**src/rtl/kpc_pkg.sv**
```systemverilog
// Package for the key press classifier: shared constants, field codes and
// the command struct between the controller and the datapath. No dependencies.
`default_nettype none

package kpc_pkg;

    localparam int FIFO_DEPTH_DEF = 16;
    localparam int NUM_KEYS       = 3;
    localparam int TIME_W         = 32;
    localparam int CODE_W         = 3;
    localparam int KEY_W          = 2;
    localparam int MODE_W         = 2;
    localparam int STATUS_W       = 2;
    localparam int CFG_IDX_W      = 1;

    localparam logic [TIME_W-1:0] LONG_TICKS_RST   = 32'd1000;
    localparam logic [TIME_W-1:0] FILTER_TICKS_RST = 32'd20;

    // input modes
    localparam logic [MODE_W-1:0] MODE_EDGE   = 2'd0;
    localparam logic [MODE_W-1:0] MODE_RD_MAIN = 2'd1;
    localparam logic [MODE_W-1:0] MODE_RD_SEC  = 2'd2;
    localparam logic [MODE_W-1:0] MODE_CLEAR   = 2'd3;

    // configuration register indexes
    localparam logic [CFG_IDX_W-1:0] CFG_LONG_TICKS   = 1'b0;
    localparam logic [CFG_IDX_W-1:0] CFG_FILTER_TICKS = 1'b1;

    // key status codes
    localparam logic [STATUS_W-1:0] ST_PRESSED  = 2'd0;
    localparam logic [STATUS_W-1:0] ST_RELEASED = 2'd1;
    localparam logic [STATUS_W-1:0] ST_LONG     = 2'd2;

    localparam logic [CODE_W-1:0] CODE_NONE = 3'd0;

    typedef struct packed {
        logic load;   // capture the accepted request
        logic calc;   // duration, empty check, FIFO read
        logic exec;   // update key state and pointers, push codes
        logic emit;   // load the output register
    } t_dp_cmd;

endpackage : kpc_pkg

`default_nettype wire

```
**src/rtl/kpc_datapath.sv**
```systemverilog
// Datapath of the key press classifier: per-key registers, code FIFO memory,
// pointers, configuration registers and output payload. Uses kpc_pkg.
`default_nettype none

module kpc_datapath
    import kpc_pkg::*;
#(
    parameter int FIFO_DEPTH = FIFO_DEPTH_DEF
) (
    input  wire                   i_clk,
    input  wire                   i_rst_n,
    input  t_dp_cmd               i_cmd,
    input  wire  [MODE_W-1:0]     i_mode,
    input  wire  [KEY_W-1:0]      i_key_index,
    input  wire                   i_pin_level,
    input  wire  [TIME_W-1:0]     i_timestamp,
    input  wire                   i_cfg_we,
    input  wire  [CFG_IDX_W-1:0]  i_cfg_index,
    input  wire  [TIME_W-1:0]     i_cfg_data,
    output logic [CODE_W-1:0]     o_key_code,
    output logic                  o_fifo_empty,
    output logic [STATUS_W-1:0]   o_key_status
);

    localparam int PW = (FIFO_DEPTH > 1) ? $clog2(FIFO_DEPTH) : 1;
    localparam logic [PW-1:0] PTR_LAST = PW'(FIFO_DEPTH - 1);

    function automatic logic [PW-1:0] ptr_next(input logic [PW-1:0] p);
        ptr_next = (p == PTR_LAST) ? '0 : p + PW'(1);
    endfunction

    // captured request
    logic [MODE_W-1:0]   r_mode;
    logic [KEY_W-1:0]    r_key;
    logic                r_level;
    logic [TIME_W-1:0]   r_ts;

    logic [TIME_W-1:0]   r_long;
    logic [TIME_W-1:0]   r_filter;

    logic [TIME_W-1:0]   r_start [NUM_KEYS];
    logic [STATUS_W-1:0] r_state [NUM_KEYS];

    logic [PW-1:0]       r_wptr;
    logic [PW-1:0]       r_mptr;
    logic [PW-1:0]       r_sptr;

    logic [CODE_W-1:0]   r_mem [FIFO_DEPTH];
    logic [CODE_W-1:0]   r_rd_code;
    logic                r_empty;
    logic [TIME_W-1:0]   r_dur;

    logic [CODE_W-1:0]   r_out_code;
    logic                r_out_empty;
    logic [STATUS_W-1:0] r_out_status;

    logic                key_ok;
    logic [TIME_W-1:0]   start_sel;
    logic [PW-1:0]       rd_ptr;
    logic                is_read;
    logic                is_edge;
    logic                dur_long;
    logic                dur_short;
    logic                push;
    logic [CODE_W-1:0]   push_code;

    assign key_ok    = (r_key < KEY_W'(NUM_KEYS));
    assign start_sel = key_ok ? r_start[r_key] : '0;
    assign rd_ptr    = (r_mode == MODE_RD_MAIN) ? r_mptr : r_sptr;
    assign is_read   = (r_mode == MODE_RD_MAIN) || (r_mode == MODE_RD_SEC);
    assign is_edge   = (r_mode == MODE_EDGE) && key_ok;
    assign dur_long  = (r_dur > r_long);
    assign dur_short = (r_dur > r_filter);
    assign push      = i_cmd.exec && is_edge && r_level && (dur_long || dur_short);
    assign push_code = dur_long ? ({r_key, 1'b0} + CODE_W'(2))
                                : ({r_key, 1'b0} + CODE_W'(1));

    // request capture and per-step scratch values
    always_ff @(posedge i_clk) begin
        if (i_cmd.load) begin
            r_mode  <= i_mode;
            r_key   <= i_key_index;
            r_level <= i_pin_level;
            r_ts    <= i_timestamp;
        end
        if (i_cmd.calc) begin
            r_dur   <= r_ts - start_sel;
            r_empty <= (rd_ptr == r_wptr);
        end
    end

    // code memory
    always_ff @(posedge i_clk) begin
        if (push) begin
            r_mem[r_wptr] <= push_code;
        end
    end

    always_ff @(posedge i_clk) begin
        if (i_cmd.calc) begin
            r_rd_code <= r_mem[rd_ptr];
        end
    end

    // configuration
    always_ff @(posedge i_clk) begin
        if (!i_rst_n) begin
            r_long   <= LONG_TICKS_RST;
            r_filter <= FILTER_TICKS_RST;
        end else if (i_cfg_we) begin
            unique case (i_cfg_index)
                CFG_LONG_TICKS:   r_long   <= i_cfg_data;
                CFG_FILTER_TICKS: r_filter <= i_cfg_data;
                default:          ;
            endcase
        end
    end

    // key state and pointers
    always_ff @(posedge i_clk) begin
        if (!i_rst_n) begin
            for (int k = 0; k < NUM_KEYS; k++) begin
                r_start[k] <= '0;
                r_state[k] <= ST_RELEASED;
            end
            r_wptr <= '0;
            r_mptr <= '0;
            r_sptr <= '0;
        end else if (i_cmd.exec) begin
            if (is_edge) begin
                if (r_level) begin
                    r_state[r_key] <= dur_long ? ST_LONG : ST_RELEASED;
                end else begin
                    r_state[r_key] <= ST_PRESSED;
                    r_start[r_key] <= r_ts;
                end
            end
            if (push) begin
                r_wptr <= ptr_next(r_wptr);
            end
            unique case (r_mode)
                MODE_RD_MAIN: if (!r_empty) r_mptr <= ptr_next(r_mptr);
                MODE_RD_SEC:  if (!r_empty) r_sptr <= ptr_next(r_sptr);
                MODE_CLEAR:   r_mptr <= r_wptr;
                default:      ;
            endcase
        end
    end

    // output payload
    always_ff @(posedge i_clk) begin
        if (i_cmd.emit) begin
            r_out_code   <= (is_read && !r_empty) ? r_rd_code : CODE_NONE;
            r_out_empty  <= is_read && r_empty;
            r_out_status <= key_ok ? r_state[r_key] : ST_PRESSED;
        end
    end

    assign o_key_code   = r_out_code;
    assign o_fifo_empty = r_out_empty;
    assign o_key_status = r_out_status;

endmodule : kpc_datapath

`default_nettype wire

```
**src/rtl/kpc_ctrl.sv**
```systemverilog
// Controller of the key press classifier: sequences one request through the
// datapath and owns both handshakes. Uses kpc_pkg.
`default_nettype none

module kpc_ctrl
    import kpc_pkg::*;
(
    input  wire      i_clk,
    input  wire      i_rst_n,
    input  wire      i_in_valid,
    output logic     o_in_ready,
    output logic     o_out_valid,
    input  wire      i_out_ready,
    output t_dp_cmd  o_cmd
);

    typedef enum logic [3:0] {
        S_IDLE = 4'b0001,
        S_CALC = 4'b0010,
        S_EXEC = 4'b0100,
        S_OUT  = 4'b1000
    } t_state;

    t_state r_state;
    t_state n_state;
    logic   r_out_valid;
    logic   n_out_valid;
    logic   slot_free;

    assign slot_free = !r_out_valid || i_out_ready;

    always_comb begin
        n_state    = r_state;
        o_cmd      = '0;
        o_in_ready = 1'b0;
        unique case (r_state)
            S_IDLE: begin
                o_in_ready = 1'b1;
                if (i_in_valid) begin
                    o_cmd.load = 1'b1;
                    n_state    = S_CALC;
                end
            end
            S_CALC: begin
                o_cmd.calc = 1'b1;
                n_state    = S_EXEC;
            end
            S_EXEC: begin
                o_cmd.exec = 1'b1;
                n_state    = S_OUT;
            end
            S_OUT: begin
                // hold until the output register can take the result
                if (slot_free) begin
                    o_cmd.emit = 1'b1;
                    n_state    = S_IDLE;
                end
            end
            default: n_state = S_IDLE;
        endcase
    end

    always_comb begin
        n_out_valid = r_out_valid;
        if (o_cmd.emit) begin
            n_out_valid = 1'b1;
        end else if (i_out_ready) begin
            n_out_valid = 1'b0;
        end
    end

    always_ff @(posedge i_clk) begin
        if (!i_rst_n) begin
            r_state     <= S_IDLE;
            r_out_valid <= 1'b0;
        end else begin
            r_state     <= n_state;
            r_out_valid <= n_out_valid;
        end
    end

    assign o_out_valid = r_out_valid;

endmodule : kpc_ctrl

`default_nettype wire

```
**src/rtl/key_press_classifier_fifo.sv**
```systemverilog
// Key press classifier with code FIFO. The controller takes one request at a
// time through the capture/duration/update/output sequence and accepts the
// next request only after that sequence ends; a stalled output holds it in
// the output step. A new request is taken while a result waits.
// Reset (synchronous, active low): pointers and start times zero, all keys
// released, thresholds 1000 and 20; the code memory is not cleared.
`default_nettype none

module key_press_classifier_fifo
    import kpc_pkg::*;
#(
    parameter int FIFO_DEPTH = FIFO_DEPTH_DEF
) (
    input  wire                   i_clk,
    input  wire                   i_rst_n,
    input  wire                   i_in_valid,
    output logic                  o_in_ready,
    input  wire  [MODE_W-1:0]     i_mode,
    input  wire  [KEY_W-1:0]      i_key_index,
    input  wire                   i_pin_level,
    input  wire  [TIME_W-1:0]     i_timestamp,
    output logic                  o_out_valid,
    input  wire                   i_out_ready,
    output logic [CODE_W-1:0]     o_key_code,
    output logic                  o_fifo_empty,
    output logic [STATUS_W-1:0]   o_key_status,
    input  wire                   i_cfg_we,
    input  wire  [CFG_IDX_W-1:0]  i_cfg_index,
    input  wire  [TIME_W-1:0]     i_cfg_data
);

    t_dp_cmd cmd;

    kpc_ctrl u_ctrl (
        .i_clk       (i_clk),
        .i_rst_n     (i_rst_n),
        .i_in_valid  (i_in_valid),
        .o_in_ready  (o_in_ready),
        .o_out_valid (o_out_valid),
        .i_out_ready (i_out_ready),
        .o_cmd       (cmd)
    );

    kpc_datapath #(
        .FIFO_DEPTH (FIFO_DEPTH)
    ) u_datapath (
        .i_clk        (i_clk),
        .i_rst_n      (i_rst_n),
        .i_cmd        (cmd),
        .i_mode       (i_mode),
        .i_key_index  (i_key_index),
        .i_pin_level  (i_pin_level),
        .i_timestamp  (i_timestamp),
        .i_cfg_we     (i_cfg_we),
        .i_cfg_index  (i_cfg_index),
        .i_cfg_data   (i_cfg_data),
        .o_key_code   (o_key_code),
        .o_fifo_empty (o_fifo_empty),
        .o_key_status (o_key_status)
    );

endmodule : key_press_classifier_fifo

`default_nettype wire

```
**config.mk**
```make
export PLATFORM = sky130hd
export DESIGN_NAME = key_press_classifier_fifo
export DESIGN_NICKNAME = d
export VERILOG_FILES = /design/src/rtl/kpc_pkg.sv /design/src/rtl/kpc_datapath.sv /design/src/rtl/kpc_ctrl.sv /design/src/rtl/key_press_classifier_fifo.sv
export SDC_FILE = /design/constraint.sdc
export NUM_CORES = 1
export LEC_CHECK = 0
export ABC_AREA = 1
export BUFFER_PORTS_ARGS = -buffer_cell sky130_fd_sc_hd__buf_2
export CAP_MARGIN = 30
export CORE_UTILIZATION = 62
export DETAILED_ROUTE_END_ITERATION = 7
export MAX_ROUTING_LAYER = met4
export PLACE_DENSITY = 0.8
export SLEW_MARGIN = 20
export SYNTH_ARGS = -nofsm -noshare
export SYNTH_HDL_FRONTEND = slang
export SYNTH_SLANG_ARGS = --single-unit
export TNS_END_PERCENT = 50
```
**constraint.sdc**
```tcl
create_clock -name i_clk -period 4.1 [get_ports i_clk]
set_input_delay 0.205 -clock i_clk [delete_from_list [all_inputs] [get_ports i_clk]]
set_output_delay 0.205 -clock i_clk [all_outputs]
set_load 0.02 [all_outputs]
```
# --- Yosys cells after proc, flatten, opt, wreduce, memory -nomap -nowiden ---
# Memories as Yosys holds them, arrays and structs flattened. A register that Yosys moved wholly into a read port is not among the register bits.
# Cells that the tools add are included.
totals:
  inputBits: 75
  elab_cells: 109
  ram_bits: 150
  n_memories: 3
  out_inout_bits: 8
  reg_bits: 155
mem_list:
  columns: ["name", "depth", "word_bits", "rd", "rd_clocked_by_memory_dff", "write_ports", "line_no", "source"]
  rows:
  - ["u_datapath.r_start", 3, 32, 1, 1, 3, "kpc_datapath.sv:41", "logic [TIME_W-1:0] r_start [NUM_KEYS];"]
  - ["u_datapath.r_mem", 16, 3, 1, 1, 1, "kpc_datapath.sv:48", "logic [CODE_W-1:0] r_mem [FIFO_DEPTH];"]
  - ["u_datapath.r_state", 3, 2, 1, 1, 3, "kpc_datapath.sv:42", "logic [STATUS_W-1:0] r_state [NUM_KEYS];"]
classes:
  n_lt_le_gt_ge: 3
  bitwise_logic: 3
  n_eq_ne: 14
  n_reduce_logical: 23
  n_mux: 42
  add_sub_neg: 6
op_table:
  columns: ["operator", "count"]
  rows:
  - ["$gt 32x32->1", 2]
  - ["$mux 32", 2]
  - ["$reduce_or 32->1", 1]
  - ["$sub 32x32->32", 1]
  - ["$mux 4", 7]
  - ["$mux 1", 24]
  - ["$eq 4x4->1 const B", 4]
  - ["$pmux 4 s4", 1]
  - ["$add 4x1->4 const B", 3]
  - ["$mux 2", 6]
  - ["$pmux 4 s2", 1]
  - ["$reduce_and 2->1", 4]
  - ["$logic_and 1x1->1", 6]
  - ["$reduce_and 3->1", 2]
  - ["$eq 2x2->1 const B", 2]
  - ["$eq 4x1->1 const B", 1]
  - ["$eq 4x2->1 const B", 1]
  - ["$eq 4x3->1 const B", 1]
  - ["$eq 4x4->1", 1]
  - ["$ne 2x2->1 const B", 2]
  - ["$reduce_bool 2->1", 2]
  - ["$add 3x1->3 const B", 1]
  - ["$add 3x2->3 const B", 1]
  - ["$logic_not 1->1", 3]
  - ["other kinds (9)", 12]

# --- Logic depth before layout (Yosys ltp) ---
# Gate-level depths: netlist (run 1).
depth:
  word_depth: 9
  mapped_depth: 20
  mapped_depth_nobuf: 19

# --- Cells and area by module ---
# Synthesis (run 1) repeated with hierarchy kept, for this count alone.
unflattened:
  hier_cells: 1766
  area_unflattened_um2: 16983.8
modules_own_cells:
  columns: ["mod", "n_inst", "seq_area_each_um2", "cells_per_inst", "area_each_um2"]
  rows:
  - ["kpc_datapath", 1, 9459.1, 1721, 16716.0]
  - ["kpc_ctrl", 1, 100.1, 45, 267.8]

# --- Worst setup path before layout (run 1) ---
# OpenSTA, ideal clock, no wires.
synth_timing:
  path_kind: "reg-to-reg"
  from: "reg u_ctrl.r_state[2]"
  to: "reg u_datapath.r_key[0] (enable)"
  n_path_buf: 0
  setup_time_ns: 0.436
  stages_incl_launch_ff: 6
  required_ns: 3.664
  period_less_slack_ns: 3.330
  t_arrival_ns: 2.894
  setup_slack_ns: 0.770
  cell_sequence: "dfxtp_1 -> nor2_1 -> inv_1 -> nor3_1 -> inv_1 -> nor2_1"
synth_rtl:
  columns: ["element", "line_no", "source"]
  rows:
  - ["from (decl)", "kpc_ctrl.sv:24", "t_state r_state;"]
  - ["from (signal assigned)", "kpc_ctrl.sv:77", "r_state <= n_state;"]
  - ["to (signal assigned)", "kpc_datapath.sv:82", "r_key <= i_key_index;"]
  - ["to (decl)", "kpc_datapath.sv:34", "logic [KEY_W-1:0] r_key;"]

==> flow_summary.toml, run 1 <==
[run_status]
run_status = "finished with violations"
violations = "negative hold slack"

[timing]
min_period_ns = 3.35
final_hold_viol_count = 1
relSlewSlack_pct = 45.2
fin_worst_hold_slack_ns = -0.00129
period_share_pct = 81.8
setup-violations-final = 0
drv_slew = 0
rsz0062_at_grt = "false"
tns_ns = 0
skew_ns = 0.0222
clock.fmax_mhz = 298
tightestPinTransition_ns = 0.814

[logic_synthesis]
synth_ff_type = "edfxtp_1"
synthArstFlopShare_pct = 0
ys_types = 44
synth_edf_count = 263
synthCells = 1735
synthesis.area_um2 = 16900
ys_seq_area_share_pct = 56.7
ys_ff_latch = 346
syn_area_per_cell_um2 = 9.72
ys_warn_count = 0

[pwr]
power_density_nw_per_um2 = 468
ir_drop_v = 0.000541
p_leak_uw = 0.00819

[critical_path]
arrival_ns = 3.62
slowest_delay_ns = 0.50
worstPathRequired_ns = 4.37
critical_path_class = "reg2reg"
critPathMostFrequentCell = "nand2_1"
crit_fanout = 64
cp_slowest_cell = "buf_4"
end_kind = "flip-flop"
start_kind = "flip-flop"
crit_chain = "buf_4, nor2_1, nor2_1, o21ai_0, a21oi_1, ha_1, inv_1, fa_1, nand3_1, nand2_1, nand3_1, nand2_1, nand2_1, o211ai_1, nand2_1, nand2_1, nand2_1, nand2_1, xor2_1"

[hold_path]
hp-class = "in2reg"
hp-start = "i_cfg_data[20]"

[routing]
first_pass_iters = 8
drt-initial-drc-count = 1232
vias_per_cell = 5.67
wl_per_cell_um = 17.1
drc = 0
routed_wl_um = 39000
ant_nets = 0
vias = 12963

[floorplanning]
die_y_um = 167
coreArea_um2 = 26800
rows = 60
die_w_um = 167
start_util_pct = 62.9
io_pins = 83
die_area_um2 = 27900

[clocking]
postCtsSetupBuffers = 0
clockBufferDepth = 3
numCtsBuffers = 37
clk_pin_slew_worst_paths_ns = 0.06
clk_latency_ns = 0.54
cts_resized = 0
cts_tree = "built"
htree_levels = 2
cts.sinks = 346
clockRootBuffer = "clkbuf_16"

[placed_design]
numPortBuffers = 82
dp_hpwl_um = 26300
gp_congestion = 0.991
placed_cell_area_um2 = 17800
placedCellCount = 2153

[final_layout]
fin_cells = 2285
fin_area_um2 = 19800
diodes = 0
drive_gt1_share_pct = 10.2
syn_to_final_growth_pct = 17.2
nets = 2100

[grt]
antenna_found_initial = 0
grt-ovfl-total = 0
grt_max_degree = 79
grt_usage_pct = 29.5
grt_pass1_vias = 12811
grt_pass1_wl_um = 63200

[run]
cap_violations = 0
power breakdown:
part	switching [uW]	internal [uW]
sequential	83.8	4010
combinational	1000	559
clock	1390	2200
total	2480	6770
cell usage after synthesis, types with 2 or more instances:
cell,instances,area [um^2]
o21a_1,6,45.0
o22ai_1,32,200
o211ai_1,19,143
nand2_4,2,22.5
nor2_1,240,901
clkbuf_1,41,154
nor3_2,2,20.0
edfxtp_1,263,7900
nor3_1,32,160
a21o_1,9,67.6
ha_1,109,1360
nand4_1,11,68.8
o221ai_1,2,17.5
o21ai_1,5,25.0
dfxtp_1,83,1660
xor2_1,28,245
nor4_1,3,18.8
nand3_1,47,235
buf_2,15,75.1
nand2_2,8,50.1
nand2_1,218,818
inv_2,4,15.0
buf_1,3,11.3
inv_1,204,766
o21bai_1,2,15.0
a21oi_1,146,731
a31oi_1,2,12.5
nor2_4,2,22.5
o21ai_0,170,851
xnor2_1,10,87.6
a21oi_2,3,26.3
a21boi_0,2,15.0
per-stage QoR:
step / total power, uW / utilization (%) / setup slack, ns
floorplan: 5190 / - / 0.770
global placement: 5590 / 66.3 / 0.840
detailed placement: 5640 / 66.4 / 0.750
CTS: 9230 / 73.6 / 0.748
global route: 9600 / 73.7 / 0.364
finish: 9240 / 73.7 / 0.748
area by class of cell:
class	count	area (um^2)
multi-input combinational	1152	6380
sequential	346	9560
clock buffer	46	1040
tap	341	427
clock inverter	22	282
timing repair buffer	170	1280
fill	1807	7040
inverter	208	781
per-layer routing:
layer | track usage [%] | wire length [um]
met3 | 4.40 | 2640
met4 | 9.30 | 924
met5 | - | 0
met2 | 47.2 | 18500
met1 | 39.0 | 16900
path summary, 6_finish.rpt:
kind                            to  slack (ns)  cells after the start
max           u_datapath.r_dur[24]        0.75                     19
min          u_datapath.r_long[20]      -0.001                      3
max reg2reg   u_datapath.r_dur[24]        0.75                     19
min reg2reg  u_datapath.r_long[25]        0.46                      2
sequential cells by signal, indices dropped and copies added (netlist names), 8 cells and up, named ones only:
name and flops:
u_datapath.r_filter 32, u_datapath.r_mem 48, u_datapath.r_ts 32, u_datapath.r_start 128, u_datapath.r_state 8, u_datapath.r_dur 32, u_datapath.r_long 32
cell families after synthesis:
| logic type | count (synthesis) | share of synthesized area, % |
|---|---|---|
| other | 1 | 0.0222 |
| XOR/XNOR | 38 | 1.97 |
| AND/OR/NAND/NOR | 570 | 14.0 |
| flip-flops | 346 | 56.7 |
| adder cells (fa/ha/maj) | 110 | 8.21 |
| buffers and inverters | 270 | 6.25 |
| AO/OA/AOI/OAI | 400 | 12.8 |
cells in the final DEF (no fill, tap or decap), drive strengths merged, types with 10 or more instances in the layout:
cell         count
nand4           12
inv            210
nor2           243
dfxtp           83
xor2            28
buf            108
clkinv          13
o22ai           32
conb            34
a21oi          149
o211ai          19
ha             109
nor3            34
clkbuf          47
edfxtp         263
nand2          228
nand3           48
o21ai          175
xnor2           10
dlygate4sd3     61
critical path, delay by kind of cell, from the launching register on:
family | cells | cell delay (ns)
adder cells (fa/ha/maj) | 2 | 0.56
buffers and inverters | 2 | 0.56
AO/OA/AOI/OAI | 3 | 0.47
AND/OR/NAND/NOR | 11 | 1.00
flip-flops | 1 | 0.34
XOR/XNOR | 1 | 0.15
what timing repair did:
action	4_1_cts	5_1_grt
endpoints found under the hold margin	72	0
endpoints found under the setup margin	0	0
hold buffers	61	0
(Power assumes the default switching activity.)
==> run 2: changes to the inputs <==
--- a/config.mk
+++ b/config.mk
@@ -5,7 +5,7 @@
 export SDC_FILE = /design/constraint.sdc
 export NUM_CORES = 1
 export LEC_CHECK = 0
-export ABC_AREA = 1
+export ABC_AREA = 0
 export BUFFER_PORTS_ARGS = -buffer_cell sky130_fd_sc_hd__buf_2
 export CAP_MARGIN = 30
 export CORE_UTILIZATION = 62
==> constraint.sdc (replaced) <==
create_clock -name i_clk -period 3.1 [get_ports i_clk]
set_input_delay 0.155 -clock i_clk [delete_from_list [all_inputs] [get_ports i_clk]]
set_output_delay 0.155 -clock i_clk [all_outputs]
set_load 0.02 [all_outputs]
==> run 2 against run 1 <==
Net effect: the run ends with negative setup slack left; final cell count fell by 12%; critical path depth fell by 4; die area rose by 0.58%; register-to-register slack got worse by 0.91 ns; synthesized cell count fell by 21%; non-clock buffer count rose by 89; setup slack got worse by 0.91 ns; first-iteration DRC count fell by 11%; count of clock-buffer cells in the layout rose by 1; design area rose by 5.9%; largest power group unchanged.
==> flow_summary.toml, run 2 <==
[logic_synthesis]
synth.largest_area_cell = "edfxtp_1"
synthesis.area_um2 = 17000
synthArstFlopShare_pct = 0
ys_seq_area_share_pct = 56.4
syn_area_per_cell_um2 = 12.4
ys_ff_latch = 346
yosysMostFrequentCell = "edfxtp_1"
ys_types = 63
synth_ff_type = "edfxtp_1"
synthCells = 1373
ys_warn_count = 0
yosys-top-cells-area = "edfxtp_1 47%, dfxtp_1 9.8%, ha_1 8.0%, mux4_2 6.1%, and3_1 4.0%"
synth_edf_count = 263
synth.top_cell.area_share_pct = 46.6
ys_top_cells_by_count = "263 x edfxtp_1, 168 x nand2_1, 109 x and3_1, 109 x ha_1, 86 x inv_1"

[timing]
min_period_ns = 3.27
final_hold_viol_count = 0
skew_ns = 0.0153
relSlewSlack_pct = 43.5
fin_worst_hold_slack_ns = 0.141
drv_slew = 0
setup_slack_ns = -0.167
rsz0062_at_grt = "true"
setup-violations-final = 10
period_share_pct = 105
tightestPinTransition_ns = 0.848
clock.fmax_mhz = 306

[routing]
wl_per_cell_um = 19.9
routed_wl_um = 40100
vias_per_cell = 5.99
first_pass_iters = 5
drc = 0
wl_met2_um = 19600
vias = 12040
wl_met1_um = 16900
drt-initial-drc-count = 1096
wl_met3_um = 2680
ant_nets = 0
top_layer = "met4"

[grt]
grt_max_degree = 92
grt_usage_pct = 29.3
antenna_found_initial = 0
grt_pass1_vias = 11937
grt_pass1_wl_um = 62000
grt-ovfl-total = 0

[run_status]
run_status = "finished with violations"
violations = "negative setup slack"

[critical_path]
arrival_ns = 3.52
cp_slowest_cell = "mux4_2"
crit_family = "compound AO/OA/AOI/OAI gates"
path_buf_inv = 3
reg2regPathDepth = 15
path_depth = 15
worstPathRequired_ns = 3.36
critical_path_class = "reg2reg"
start_kind = "flip-flop"
critPathMostFrequentCell = "buf_12"
slowest_delay_ns = 0.53
end_kind = "flip-flop"
crit_chain = "buf_12, buf_12, mux4_2, nand2b_4, ha_4, a211oi_2, o21bai_2, a31oi_4, nand2b_1, and3_4, a31oi_2, buf_6, a21o_1, a21oi_2, xnor2_1"
crit_fanout = 7

[final_layout]
top_register = "u_datapath.r_start"
drive_gt1_share_pct = 23.0
layout_commonest_cell = "edfxtp_1"
layout_common_cells = "263 x edfxtp_1, 165 x nand2_1, 106 x and3_1, 96 x buf_4, 92 x ha_1"
fin_area_um2 = 20900
largest_reg_flops = 128
syn_to_final_growth_pct = 23.4
reg_top3 = "u_datapath.r_start x128, u_datapath.r_mem x48"
nets = 1826
fin_util_pct = 77.9
diodes = 0

[floorplanning]
start_util_pct = 63.1
die_y_um = 167
io_pins = 83
die_w_um = 167
coreArea_um2 = 26900
rows = 60
die_area_um2 = 28000

[clocking]
clk_pin_slew_worst_paths_ns = 0.06
cts.sinks = 346
cts_tree = "built"
clockBufferDepth = 3
htree_levels = 2
clockRootBuffer = "clkbuf_16"
numCtsBuffers = 36
clk_latency_ns = 0.52

[hold_path]
whs_path_depth = 3
hp-class = "in2reg"

[placed_design]
gp_congestion = 0.867
numPortBuffers = 82
dp_worst_setup_slack_ns = -0.233
placed_cell_area_um2 = 18500
dp_hpwl_um = 24800

[pwr]
p_leak_uw = 0.00839
ir_drop_v = 0.000509
power_density_nw_per_um2 = 597

[run]
cap_violations = 0
==> run 2: cell types whose count changed in the layout (fill, tap and decap cells not counted), moves of 28 or more <==
cell,before,now
and3_1,0,106
nand2b_1,0,28
buf_4,19,96
nor2_1,239,20
a21o_1,9,37
mux4_2,0,46
a21boi_0,2,57
a21oi_1,146,33
o21ai_0,170,18
inv_1,204,86
o22ai_1,32,1
nand2_1,218,165
nand3_1,47,9
==> run 2: repair_timing <==
| action | in CTS | in global routing |
|---|---|---|
| resized for setup | 45 | 61 |
| setup endpoints to repair | 13 | 58 |
| pin swaps | 21 | 31 |
| cloned | 1 | 0 |
| endpoints found under the hold margin | 105 | 0 |
| hold buffers | 71 | 0 |
| buffers inserted | 7 | 3 |
==> run 2: worst reg2reg max path, delay by kind of cell (launching register included) <==
kind | cells | cell delay (ns)
AND/OR/NAND/NOR | 3 | 0.42
XOR/XNOR | 1 | 0.08
flip-flops | 1 | 0.39
buffers and inverters | 3 | 0.40
AO/OA/AOI/OAI | 6 | 0.95
adder cells (fa/ha/maj) | 1 | 0.21
multiplexers | 1 | 0.53
==> run 2: stage by stage <==
stage	power, uW	TNS (ns)	instances
3_5_place_dp	7950	-1.72	1863
3_3_place_gp	7860	-1.01	1862
2_1_floorplan	7030	-5.95	1406
6_report	12500	-0.816	2009
4_1_cts	12200	-0.747	2007
5_1_grt	12900	-3.00	2009
==> run 2: path summary, 6_finish.rpt <==
check                           from                       end  slack, ns
max                        flip-flop      u_datapath.r_dur[27]      -0.17
min                          i_rst_n  u_datapath.r_state[3][0]       0.14
max reg2reg                flip-flop      u_datapath.r_dur[27]      -0.17
min reg2reg  u_datapath.r_filter[30]   u_datapath.r_filter[30]       0.46
==> run 2: layout make-up <==
type | count | area (um^2)
inverter | 86 | 323
tap | 341 | 427
timing repair buffer | 259 | 2000
clock buffer | 47 | 973
multi-input combinational | 912 | 7550
clock inverter | 18 | 96.3
sequential | 346 | 9560
fill | 1540 | 5940
==> run 2: cell families after synthesis <==
kind of cell | after synthesis | share of synthesized area [%]
fa+ha+maj | 110 | 8.16
xor+xnor | 36 | 1.86
mux | 61 | 7.00
compound gates | 239 | 9.84
buf+inv | 148 | 3.46
other cells | 1 | 0.0221
flops | 346 | 56.4
simple gates | 432 | 13.3
==> run 2: metal layers <==
metal / track usage, % / vias to the layer above
li1: - / 5538
met1: 39.6 / 5927
met2: 47.4 / 498
met3: 3.19 / 77
met4: 8.06 / 0
met5: - / -
==> run 2: report_power, final <==
| part | switching [uW] | internal [uW] | total (uW) | leakage [uW] |
|---|---|---|---|---|
| Sequential | 183 | 5340 | 5520 | 0.00321 |
| Clock | 1760 | 2220 | 3990 | 0.000526 |
| Combinational | 1510 | 1480 | 2990 | 0.00465 |
| Total | 3460 | 9040 | 12500 | 0.00839 |
